File: src/rtl/sha_pkg.sv
// Shared types, constants and round functions for the SHA-256 stream hasher.
// No dependencies; every other file imports this package.
package sha_pkg;

  typedef struct packed {
    logic [7:0] data_byte;
    logic       has_byte;
    logic       last;
  } sha_in_t;

  typedef struct packed {
    logic [31:0] digest_word;
    logic [2:0]  word_index;
    logic        last_word;
  } sha_out_t;

  // One beat from the front part to the compression engine.
  typedef struct packed {
    logic [7:0] data_byte;
    logic       has_byte;
    logic       last;
  } sha_cmd_t;

  localparam int unsigned QUEUE_DEPTH = 4;

  localparam logic [7:0] PAD_BYTE = 8'h80;

  localparam logic [31:0] ROUND_K [64] = '{
    32'h428a2f98, 32'h71374491, 32'hb5c0fbcf, 32'he9b5dba5, 32'h3956c25b, 32'h59f111f1,
    32'h923f82a4, 32'hab1c5ed5, 32'hd807aa98, 32'h12835b01, 32'h243185be, 32'h550c7dc3,
    32'h72be5d74, 32'h80deb1fe, 32'h9bdc06a7, 32'hc19bf174, 32'he49b69c1, 32'hefbe4786,
    32'h0fc19dc6, 32'h240ca1cc, 32'h2de92c6f, 32'h4a7484aa, 32'h5cb0a9dc, 32'h76f988da,
    32'h983e5152, 32'ha831c66d, 32'hb00327c8, 32'hbf597fc7, 32'hc6e00bf3, 32'hd5a79147,
    32'h06ca6351, 32'h14292967, 32'h27b70a85, 32'h2e1b2138, 32'h4d2c6dfc, 32'h53380d13,
    32'h650a7354, 32'h766a0abb, 32'h81c2c92e, 32'h92722c85, 32'ha2bfe8a1, 32'ha81a664b,
    32'hc24b8b70, 32'hc76c51a3, 32'hd192e819, 32'hd6990624, 32'hf40e3585, 32'h106aa070,
    32'h19a4c116, 32'h1e376c08, 32'h2748774c, 32'h34b0bcb5, 32'h391c0cb3, 32'h4ed8aa4a,
    32'h5b9cca4f, 32'h682e6ff3, 32'h748f82ee, 32'h78a5636f, 32'h84c87814, 32'h8cc70208,
    32'h90befffa, 32'ha4506ceb, 32'hbef9a3f7, 32'hc67178f2
  };

  localparam logic [31:0] INIT_HASH [8] = '{
    32'h6a09e667, 32'hbb67ae85, 32'h3c6ef372, 32'ha54ff53a,
    32'h510e527f, 32'h9b05688c, 32'h1f83d9ab, 32'h5be0cd19
  };

  function automatic logic [31:0] rotr(input logic [31:0] x, input int unsigned n);
    rotr = (x >> n) | (x << (32 - n));
  endfunction

  function automatic logic [31:0] big_sigma0(input logic [31:0] x);
    big_sigma0 = rotr(x, 2) ^ rotr(x, 13) ^ rotr(x, 22);
  endfunction

  function automatic logic [31:0] big_sigma1(input logic [31:0] x);
    big_sigma1 = rotr(x, 6) ^ rotr(x, 11) ^ rotr(x, 25);
  endfunction

  function automatic logic [31:0] small_sigma0(input logic [31:0] x);
    small_sigma0 = rotr(x, 7) ^ rotr(x, 18) ^ (x >> 3);
  endfunction

  function automatic logic [31:0] small_sigma1(input logic [31:0] x);
    small_sigma1 = rotr(x, 17) ^ rotr(x, 19) ^ (x >> 10);
  endfunction

endpackage

File: src/rtl/sha256_stream_hasher.sv
// Top level of the SHA-256 stream hasher: queue front part and compression back part.
// Depends on sha_pkg, sha_front and sha_back.
//
//   channel | direction | payload    | handshake
//   in_     | input     | sha_in_t   | in_valid / in_stall
//   out_    | output    | sha_out_t  | out_valid / out_stall
//
// A byte beat is gathered into the block; every 64th byte starts the rounds of that
// block, and no byte is gathered while they run.
// A last beat pads its block to 64 bytes at one byte a cycle and runs it; when fewer
// than nine bytes remain for the length, a second padding block and a second round
// pass follow. Eight output beats then go out. Reset restores the initial hash.
// Until full, the four-entry queue takes beats while rounds run or output stalls.
module sha256_stream_hasher #(
  parameter int unsigned QDEPTH = sha_pkg::QUEUE_DEPTH
) (
  input  logic              clk,
  input  logic              rst_n,
  input  logic              in_valid,
  output logic              in_stall,
  input  sha_pkg::sha_in_t  in_data,
  output logic              out_valid,
  input  logic              out_stall,
  output sha_pkg::sha_out_t out_data
);
  import sha_pkg::*;

  logic     q_valid, q_take;
  sha_cmd_t q_data;

  sha_front #(.DEPTH(QDEPTH)) u_front (
    .clk, .rst_n, .in_valid, .in_stall, .in_data, .q_valid, .q_take, .q_data
  );

  sha_back u_back (
    .clk, .rst_n, .q_valid, .q_take, .q_data, .out_valid, .out_stall, .out_data
  );

endmodule

File: src/rtl/sha_front.sv
// Front part: accepts input beats, drops idle beats and queues the rest.
// Depends on sha_pkg.
module sha_front #(
  parameter int unsigned DEPTH = sha_pkg::QUEUE_DEPTH
) (
  input  logic              clk,
  input  logic              rst_n,
  input  logic              in_valid,
  output logic              in_stall,
  input  sha_pkg::sha_in_t  in_data,
  output logic              q_valid,
  input  logic              q_take,
  output sha_pkg::sha_cmd_t q_data
);
  import sha_pkg::*;

  localparam int unsigned AW = (DEPTH > 1) ? $clog2(DEPTH) : 1;

  sha_cmd_t          mem_r [DEPTH];
  logic [AW-1:0]     wp_r, wp_nxt, rp_r, rp_nxt;
  logic [AW:0]       cnt_r, cnt_nxt;
  logic              acc, push, pop;

  assign in_stall = (cnt_r == (AW+1)'(DEPTH));
  assign acc      = in_valid && !in_stall;
  // A beat with neither a byte nor the last flag has no effect at all.
  assign push     = acc && (in_data.has_byte || in_data.last);
  assign q_valid  = (cnt_r != '0);
  assign pop      = q_valid && q_take;
  assign q_data   = mem_r[rp_r];

  function automatic logic [AW-1:0] inc(input logic [AW-1:0] p);
    inc = (p == AW'(DEPTH - 1)) ? '0 : p + AW'(1);
  endfunction

  always_comb begin
    wp_nxt  = push ? inc(wp_r) : wp_r;
    rp_nxt  = pop ? inc(rp_r) : rp_r;
    cnt_nxt = cnt_r + (AW+1)'(push) - (AW+1)'(pop);
  end

  always_ff @(posedge clk) begin
    if (!rst_n) begin
      wp_r  <= '0;
      rp_r  <= '0;
      cnt_r <= '0;
    end else begin
      wp_r  <= wp_nxt;
      rp_r  <= rp_nxt;
      cnt_r <= cnt_nxt;
    end
  end

  always_ff @(posedge clk) begin
    if (push) begin
      mem_r[wp_r] <= '{data_byte: in_data.data_byte, has_byte: in_data.has_byte,
                       last: in_data.last};
    end
  end

  a_cnt_bound: assert property (@(posedge clk) disable iff (!rst_n)
    cnt_r <= (AW+1)'(DEPTH)) else $error("queue count overflow");
  a_no_push_full: assert property (@(posedge clk) disable iff (!rst_n)
    in_stall |-> !push) else $error("push while full");
  a_pop_nonempty: assert property (@(posedge clk) disable iff (!rst_n)
    pop |-> cnt_r != '0) else $error("pop while empty");

endmodule

File: src/rtl/sha_back.sv
// Back part: gathers bytes, pads, runs 64 rounds per block and emits digest.
// Depends on sha_pkg.
module sha_back (
  input  logic               clk,
  input  logic               rst_n,
  input  logic               q_valid,
  output logic               q_take,
  input  sha_pkg::sha_cmd_t  q_data,
  output logic               out_valid,
  input  logic               out_stall,
  output sha_pkg::sha_out_t  out_data
);
  import sha_pkg::*;

  typedef enum logic [4:0] {
    S_GATHER = 5'b00001,
    S_PAD    = 5'b00010,
    S_LEN    = 5'b00100,
    S_ROUND  = 5'b01000,
    S_EMIT   = 5'b10000
  } state_t;

  state_t        state_r, state_nxt;
  logic [31:0]   cv_r [8];
  logic [31:0]   w_r [16];
  logic [31:0]   v_r [8];
  logic [5:0]    fill_r;
  logic [63:0]   bits_r;
  logic [5:0]    rnd_r;
  logic [2:0]    oidx_r;
  logic          fin_r;    // the 0x80 marker has gone into the message
  logic          two_r;    // a further padding block follows this one
  logic [31:0]   w_new, w_cur, t1, t2;
  logic [7:0]    pad_byte;
  logic          take;

  assign q_take = (state_r == S_GATHER);
  assign take   = q_valid && q_take;

  always_comb begin
    w_new = w_r[0] + small_sigma0(w_r[1]) + w_r[9] + small_sigma1(w_r[14]);
    w_cur = (rnd_r < 6'd16) ? w_r[0] : w_new;
    t1 = v_r[7] + big_sigma1(v_r[4]) + ((v_r[4] & v_r[5]) ^ (~v_r[4] & v_r[6]))
         + ROUND_K[rnd_r] + w_cur;
    t2 = big_sigma0(v_r[0]) + ((v_r[0] & v_r[1]) ^ (v_r[0] & v_r[2]) ^ (v_r[1] & v_r[2]));
  end

  // Padding fill: first byte after the message is 0x80, then zeros; the last
  // eight bytes of the final block carry the bit count.
  always_comb begin
    if (fill_r >= 6'd56 && !two_r) pad_byte = bits_r[8*(63-fill_r) +: 8];
    else if (fin_r) pad_byte = 8'h00;
    else pad_byte = PAD_BYTE;
  end

  logic [31:0] w_shift [16];
  logic [7:0]  byte_in;
  always_comb begin
    byte_in = (state_r == S_GATHER) ? q_data.data_byte : pad_byte;
    for (int i = 0; i < 15; i++) w_shift[i] = {w_r[i][23:0], w_r[i+1][31:24]};
    w_shift[15] = {w_r[15][23:0], byte_in};
  end

  assign out_valid = (state_r == S_EMIT);
  assign out_data  = '{digest_word: cv_r[oidx_r], word_index: oidx_r,
                       last_word: (oidx_r == 3'd7)};

  always_comb begin
    state_nxt = state_r;
    unique case (state_r)
      S_GATHER: if (take) begin
        if (q_data.has_byte && fill_r == 6'd63) state_nxt = S_ROUND;
        else if (q_data.last) state_nxt = S_PAD;
      end
      S_PAD, S_LEN: if (fill_r == 6'd63) state_nxt = S_ROUND;
      S_ROUND: if (rnd_r == 6'd63) begin
        if (fin_r) state_nxt = two_r ? S_LEN : S_EMIT;
        else if (two_r) state_nxt = S_PAD;
        else state_nxt = S_GATHER;
      end
      S_EMIT: if (!out_stall && oidx_r == 3'd7) state_nxt = S_GATHER;
      default: state_nxt = S_GATHER;
    endcase
  end

  // fin_r is set once the 0x80 marker has gone into the block, so it stays low
  // through gathering and through the full block that a last byte may close.
  always_ff @(posedge clk) begin
    if (!rst_n) begin
      state_r <= S_GATHER;
      fill_r  <= '0;
      bits_r  <= '0;
      rnd_r   <= '0;
      oidx_r  <= '0;
      fin_r   <= 1'b0;
      two_r   <= 1'b0;
      for (int i = 0; i < 8; i++) cv_r[i] <= INIT_HASH[i];
    end else begin
      state_r <= state_nxt;
      unique case (state_r)
        S_GATHER: if (take) begin
          if (q_data.has_byte) begin
            fill_r <= fill_r + 6'd1;
            bits_r <= bits_r + 64'd8;
          end
          if (q_data.last) begin
            // After this beat the fill is fill_r + has_byte.
            two_r <= ({1'b0, fill_r} + {6'd0, q_data.has_byte}) >= 7'd56;
          end
          if (q_data.has_byte && fill_r == 6'd63) begin
            rnd_r <= '0;
            for (int i = 0; i < 8; i++) v_r[i] <= cv_r[i];
          end
        end
        S_PAD, S_LEN: begin
          fill_r <= fill_r + 6'd1;
          fin_r  <= 1'b1;
          if (fill_r == 6'd63) begin
            rnd_r <= '0;
            for (int i = 0; i < 8; i++) v_r[i] <= cv_r[i];
          end
        end
        S_ROUND: begin
          rnd_r <= rnd_r + 6'd1;
          for (int i = 1; i < 4; i++) v_r[i] <= v_r[i-1];
          for (int i = 5; i < 8; i++) v_r[i] <= v_r[i-1];
          v_r[0] <= t1 + t2;
          v_r[4] <= v_r[3] + t1;
          if (rnd_r == 6'd63) begin
            cv_r[0] <= cv_r[0] + t1 + t2;
            cv_r[4] <= cv_r[4] + v_r[3] + t1;
            for (int i = 1; i < 4; i++) cv_r[i] <= cv_r[i] + v_r[i-1];
            for (int i = 5; i < 8; i++) cv_r[i] <= cv_r[i] + v_r[i-1];
            if (two_r) two_r <= 1'b0;
          end
        end
        S_EMIT: if (!out_stall) begin
          oidx_r <= oidx_r + 3'd1;
          if (oidx_r == 3'd7) begin
            for (int i = 0; i < 8; i++) cv_r[i] <= INIT_HASH[i];
            fill_r <= '0;
            bits_r <= '0;
            fin_r  <= 1'b0;
          end
        end
        default: ;
      endcase
    end
  end

  // Schedule window: bytes shift in while gathering or padding; during rounds it rolls
  // by one word, appending the first word in rounds 0-15 and an expanded word after.
  always_ff @(posedge clk) begin
    if ((state_r == S_GATHER && take && q_data.has_byte) || state_r == S_PAD ||
        state_r == S_LEN) begin
      for (int i = 0; i < 16; i++) w_r[i] <= w_shift[i];
    end else if (state_r == S_ROUND) begin
      for (int i = 0; i < 15; i++) w_r[i] <= w_r[i+1];
      w_r[15] <= w_cur;
    end
  end

  a_emit_hold: assert property (@(posedge clk) disable iff (!rst_n)
    out_valid && out_stall |=> out_valid && $stable(oidx_r)) else $error("emit moved");
  a_no_take_busy: assert property (@(posedge clk) disable iff (!rst_n)
    state_r != S_GATHER |-> !q_take) else $error("take while busy");
  a_round_range: assert property (@(posedge clk) disable iff (!rst_n)
    state_r == S_ROUND && rnd_r == 6'd63 |=> state_r != S_ROUND) else $error("round overrun");

endmodule

File: config.mk
export PLATFORM = sky130hd
export DESIGN_NAME = sha256_stream_hasher
export DESIGN_NICKNAME = d
export VERILOG_FILES = /design/src/rtl/sha_pkg.sv /design/src/rtl/sha256_stream_hasher.sv /design/src/rtl/sha_front.sv /design/src/rtl/sha_back.sv
export SDC_FILE = /design/constraint.sdc
export NUM_CORES = 2
export LEC_CHECK = 0
export ABC_CLOCK_PERIOD_IN_PS = 18000
export BUFFER_PORTS_ARGS = -buffer_cell sky130_fd_sc_hd__buf_4
export CELL_PAD_IN_SITES_DETAIL_PLACEMENT = 2
export CELL_PAD_IN_SITES_GLOBAL_PLACEMENT = 2
export CORE_ASPECT_RATIO = 1.25
export CORE_MARGIN = 1.5
export CORE_UTILIZATION = 43
export CTS_BUF_LIST = sky130_fd_sc_hd__clkbuf_2 sky130_fd_sc_hd__clkbuf_4 sky130_fd_sc_hd__clkbuf_8
export DETAILED_ROUTE_END_ITERATION = 12
export PLACE_DENSITY_LB_ADDON = 0.1
export SLEW_MARGIN = 20
export SYNTH_ARGS = -nofsm -noshare
export SYNTH_HDL_FRONTEND = slang
export SYNTH_SLANG_ARGS = --single-unit
File: constraint.sdc
create_clock -name clk -period 18 [get_ports clk]
set_input_delay 0 -clock clk [delete_from_list [all_inputs] [get_ports clk]]
set_output_delay 0 -clock clk [all_outputs]
set_load 0.01 [all_outputs]
==> run metrics <==
ANT nets after route 0; Num CTS Buffers 208; WP buf/inv 5; Iter 0 DRT Violations 3425; multiplexer area fraction after synthesis 3.99%; MaxCap Viol Count 0; Finish-stage setup viols 0; GR Overflow Total 0; Vias 63600; max incr delay on CP 770 ps; initial core utilization 43.2%; register area share after synthesis 41.5%; Hold Path Class input pin to flip-flop; main area contributors after synthesis edfxtp_1 36%, nand2_1 12%, ha_1 7.1%, fa_1 5.9%, dfxtp_1 5.7%; synthesized area 78500 sq um; Req. time, crit path 18820 ps; post-route cell area 85700 sq um; Post-Route WL 295000 um; most frequent cells in the layout 2422 x nand2_1, 936 x edfxtp_1, 445 x ha_1, 444 x inv_1, 434 x a21oi_1; Port Buffer Count 51; Hold WS 103 ps; # clock sinks 1159; Final GP Congestion 0.947; All-Layer GR Usage 31.8%; I/O Pins 52; Worst EP arrival 12440 ps; Residual DRC 0; final worst setup slack 6380 ps; Synth Area in Compound Gates 11.8%; Worst-Skew Late Latency 1020 ps; CP delay by family, top compound AO/OA/AOI/OAI gates; post-route clock period utilization 64.5%; number of flops mapped to enable cells by yosys 936; Final Skew 47.2 ps; pin count of the biggest net entering global routing 199; ratio of cells with drive above 1 in the final layout 8.04%; Syn Area/Cell 9.27 sq um; worst slew pin tran 1240 ps; vias in the first global route 71400; first-pass GRT wire length 445000 um; YS warnings 0; Max transition margin 15.1%; simple-gate portion of the synthesized area 17.8%; Setup WS pre-CTS 6690 ps; DIE WIDTH 385 um; clock root buffer clkbuf_8; Crit Path Class flip-flop to flip-flop; DP Area 81100 sq um; area leader, netlist edfxtp_1; initial antenna violation count 6; Setup TNS 0 ps; Detailed Place HPWL 221000 um; crit path time final 11620 ps; Worst setup EP type flip-flop; Die Y-Extent 481 um; die area 185000 sq um; Yosys reg bits 1159; TritonCTS clock tree yes; synthesized instance count 8467; Synth Area in XOR/XNOR 7.34%; Reg clk slew, reported paths 70 ps; count of cell types in the netlist 96; num rows 175; Synth top area share 35.8%; met2 WL 152000 um; Max Used Layer met5; wire per inst 26.9 um; Synth Flop Type edfxtp_1; most common cell after layout, fill and taps aside nand2_1; CP max stage cell a2111oi_0; RSZ-0062 raised after global routing no; status completed; Fill cells 19400; wl on met1 113000 um; Worst Path Max Fanout 5; post-DR vias/cell 5.80; fmax 0.0861 GHz; Nets 9097; DRT Pass-1 Iters 5; area grow syn2layout 9.18%; total setup buffers inserted after CTS 0; async set-or-reset flop fraction in the synthesized netlist 0%; fin. max-slew vios 0; core area 182000 sq um; metal3 WL 8700 um; adder-cell share of the synthesized area 13.3%; main combinational cell family by area after synthesis simple AND/OR/NAND/NOR gates; CTS max path bufs 3; Fin. Hold Viols 0; htree depth 4; post-synthesis net count 9156; Startpoint Class flip-flop
state kept, by name, summed over array words and instances, names as in the netlist, 3 cells and up, named ones only:
register and count:
u_back.w_r 512, u_back.cv_r 256, u_back.v_r 256, u_back.bits_r 61
u_front.mem_r 40, u_back.fill_r 6, u_back.rnd_r 6, u_back.state_r 5
u_back.oidx_r 3, u_front.cnt_r 3
worst paths after layout:
| check | startpoint | endpoint | slack [ps] | depth (start not counted) |
|---|---|---|---|---|
| setup reg to reg | u_back.w_r[14][13] | u_back.cv_r[4][30] | 6380 | 46 |
| setup / recovery | u_back.w_r[14][13] | u_back.cv_r[4][30] | 6380 | 46 |
| hold reg to reg | u_back.bits_r[11] | u_back.bits_r[11] | 500 | 2 |
| hold / removal | out_stall | u_back.fin_r | 100 | 6 |
cells in the mapped netlist (36+ instances only):
library cell and instances:
clkbuf_1 391, xnor2_1 427, buf_1 44, a21o_1 184, o21a_1 55, ha_1 445
nor2_1 410, mux2i_1 56, o21ai_0 376, mux2_2 43, nor3_1 72, edfxtp_1 936
nand3_1 103, mux4_2 88, a21oi_1 436, xor2_1 231, fa_1 230, nand2_1 2427
inv_1 446, o21bai_1 51, a211oi_1 42, or3_1 43, dfxtp_1 223, a31oi_1 39
nand2b_1 80, nor2b_1 76, and3_1 36
worst register-to-register path: cells and delay by family, from the launching register on:
kind                       cells  cell delay, ps
xor gates and xnor gates       5            1310
and+or+nand+nor               11            1650
DFF                            1             520
adders and majority gates      8            3530
buffers and inverters          5             310
AOI/OAI and AO/OA             17            4130
final cells by class:
| class | count | area (sq um) | area share (%) |
|---|---|---|---|
| clock inverter | 74 | 572 | 0.667 |
| sequential | 1159 | 32600 | 38.0 |
| multi-input combinational | 6418 | 42700 | 49.9 |
| clock buffer | 302 | 3720 | 4.34 |
| inverter | 450 | 1690 | 1.97 |
| tap | 2389 | 2990 | 3.49 |
| timing repair buffer | 171 | 1410 | 1.64 |
| antenna | 6 | 15.0 | 0.0175 |
what timing repair did:
item / 4_1_cts / 5_1_grt
hold buffers: 25 / 0
hold endpoints to repair: 289 / 0
resized for setup: 0 / 0
logic make-up (layout without fill, tap and decap cells):
kind of cell	after synthesis	in the layout
flops	1159	1159
compound gates	1485	1485
xor+xnor	658	658
mux	191	191
fa+ha+maj	706	706
buf+inv	890	997
simple gates	3378	3378
other cells	0	6
layer usage:
layer / vias to the layer above / global-route usage [%]
met2: 1268 / 57.7
met4: 4 / 20.1
met5: - / 0
li1: 28800 / -
met1: 32800 / 35.1
met3: 677 / 3.65
metrics by stage:
step	instances	utilization [%]
finish	11000	47.2
global placement	10600	44.6
floorplan	8467	-
CTS	11000	47.2
global route	11000	47.2
detailed placement	10600	44.6
Power is not shown: default switching activity piles up to over one toggle a cycle in this logic, so the estimate is an artifact.
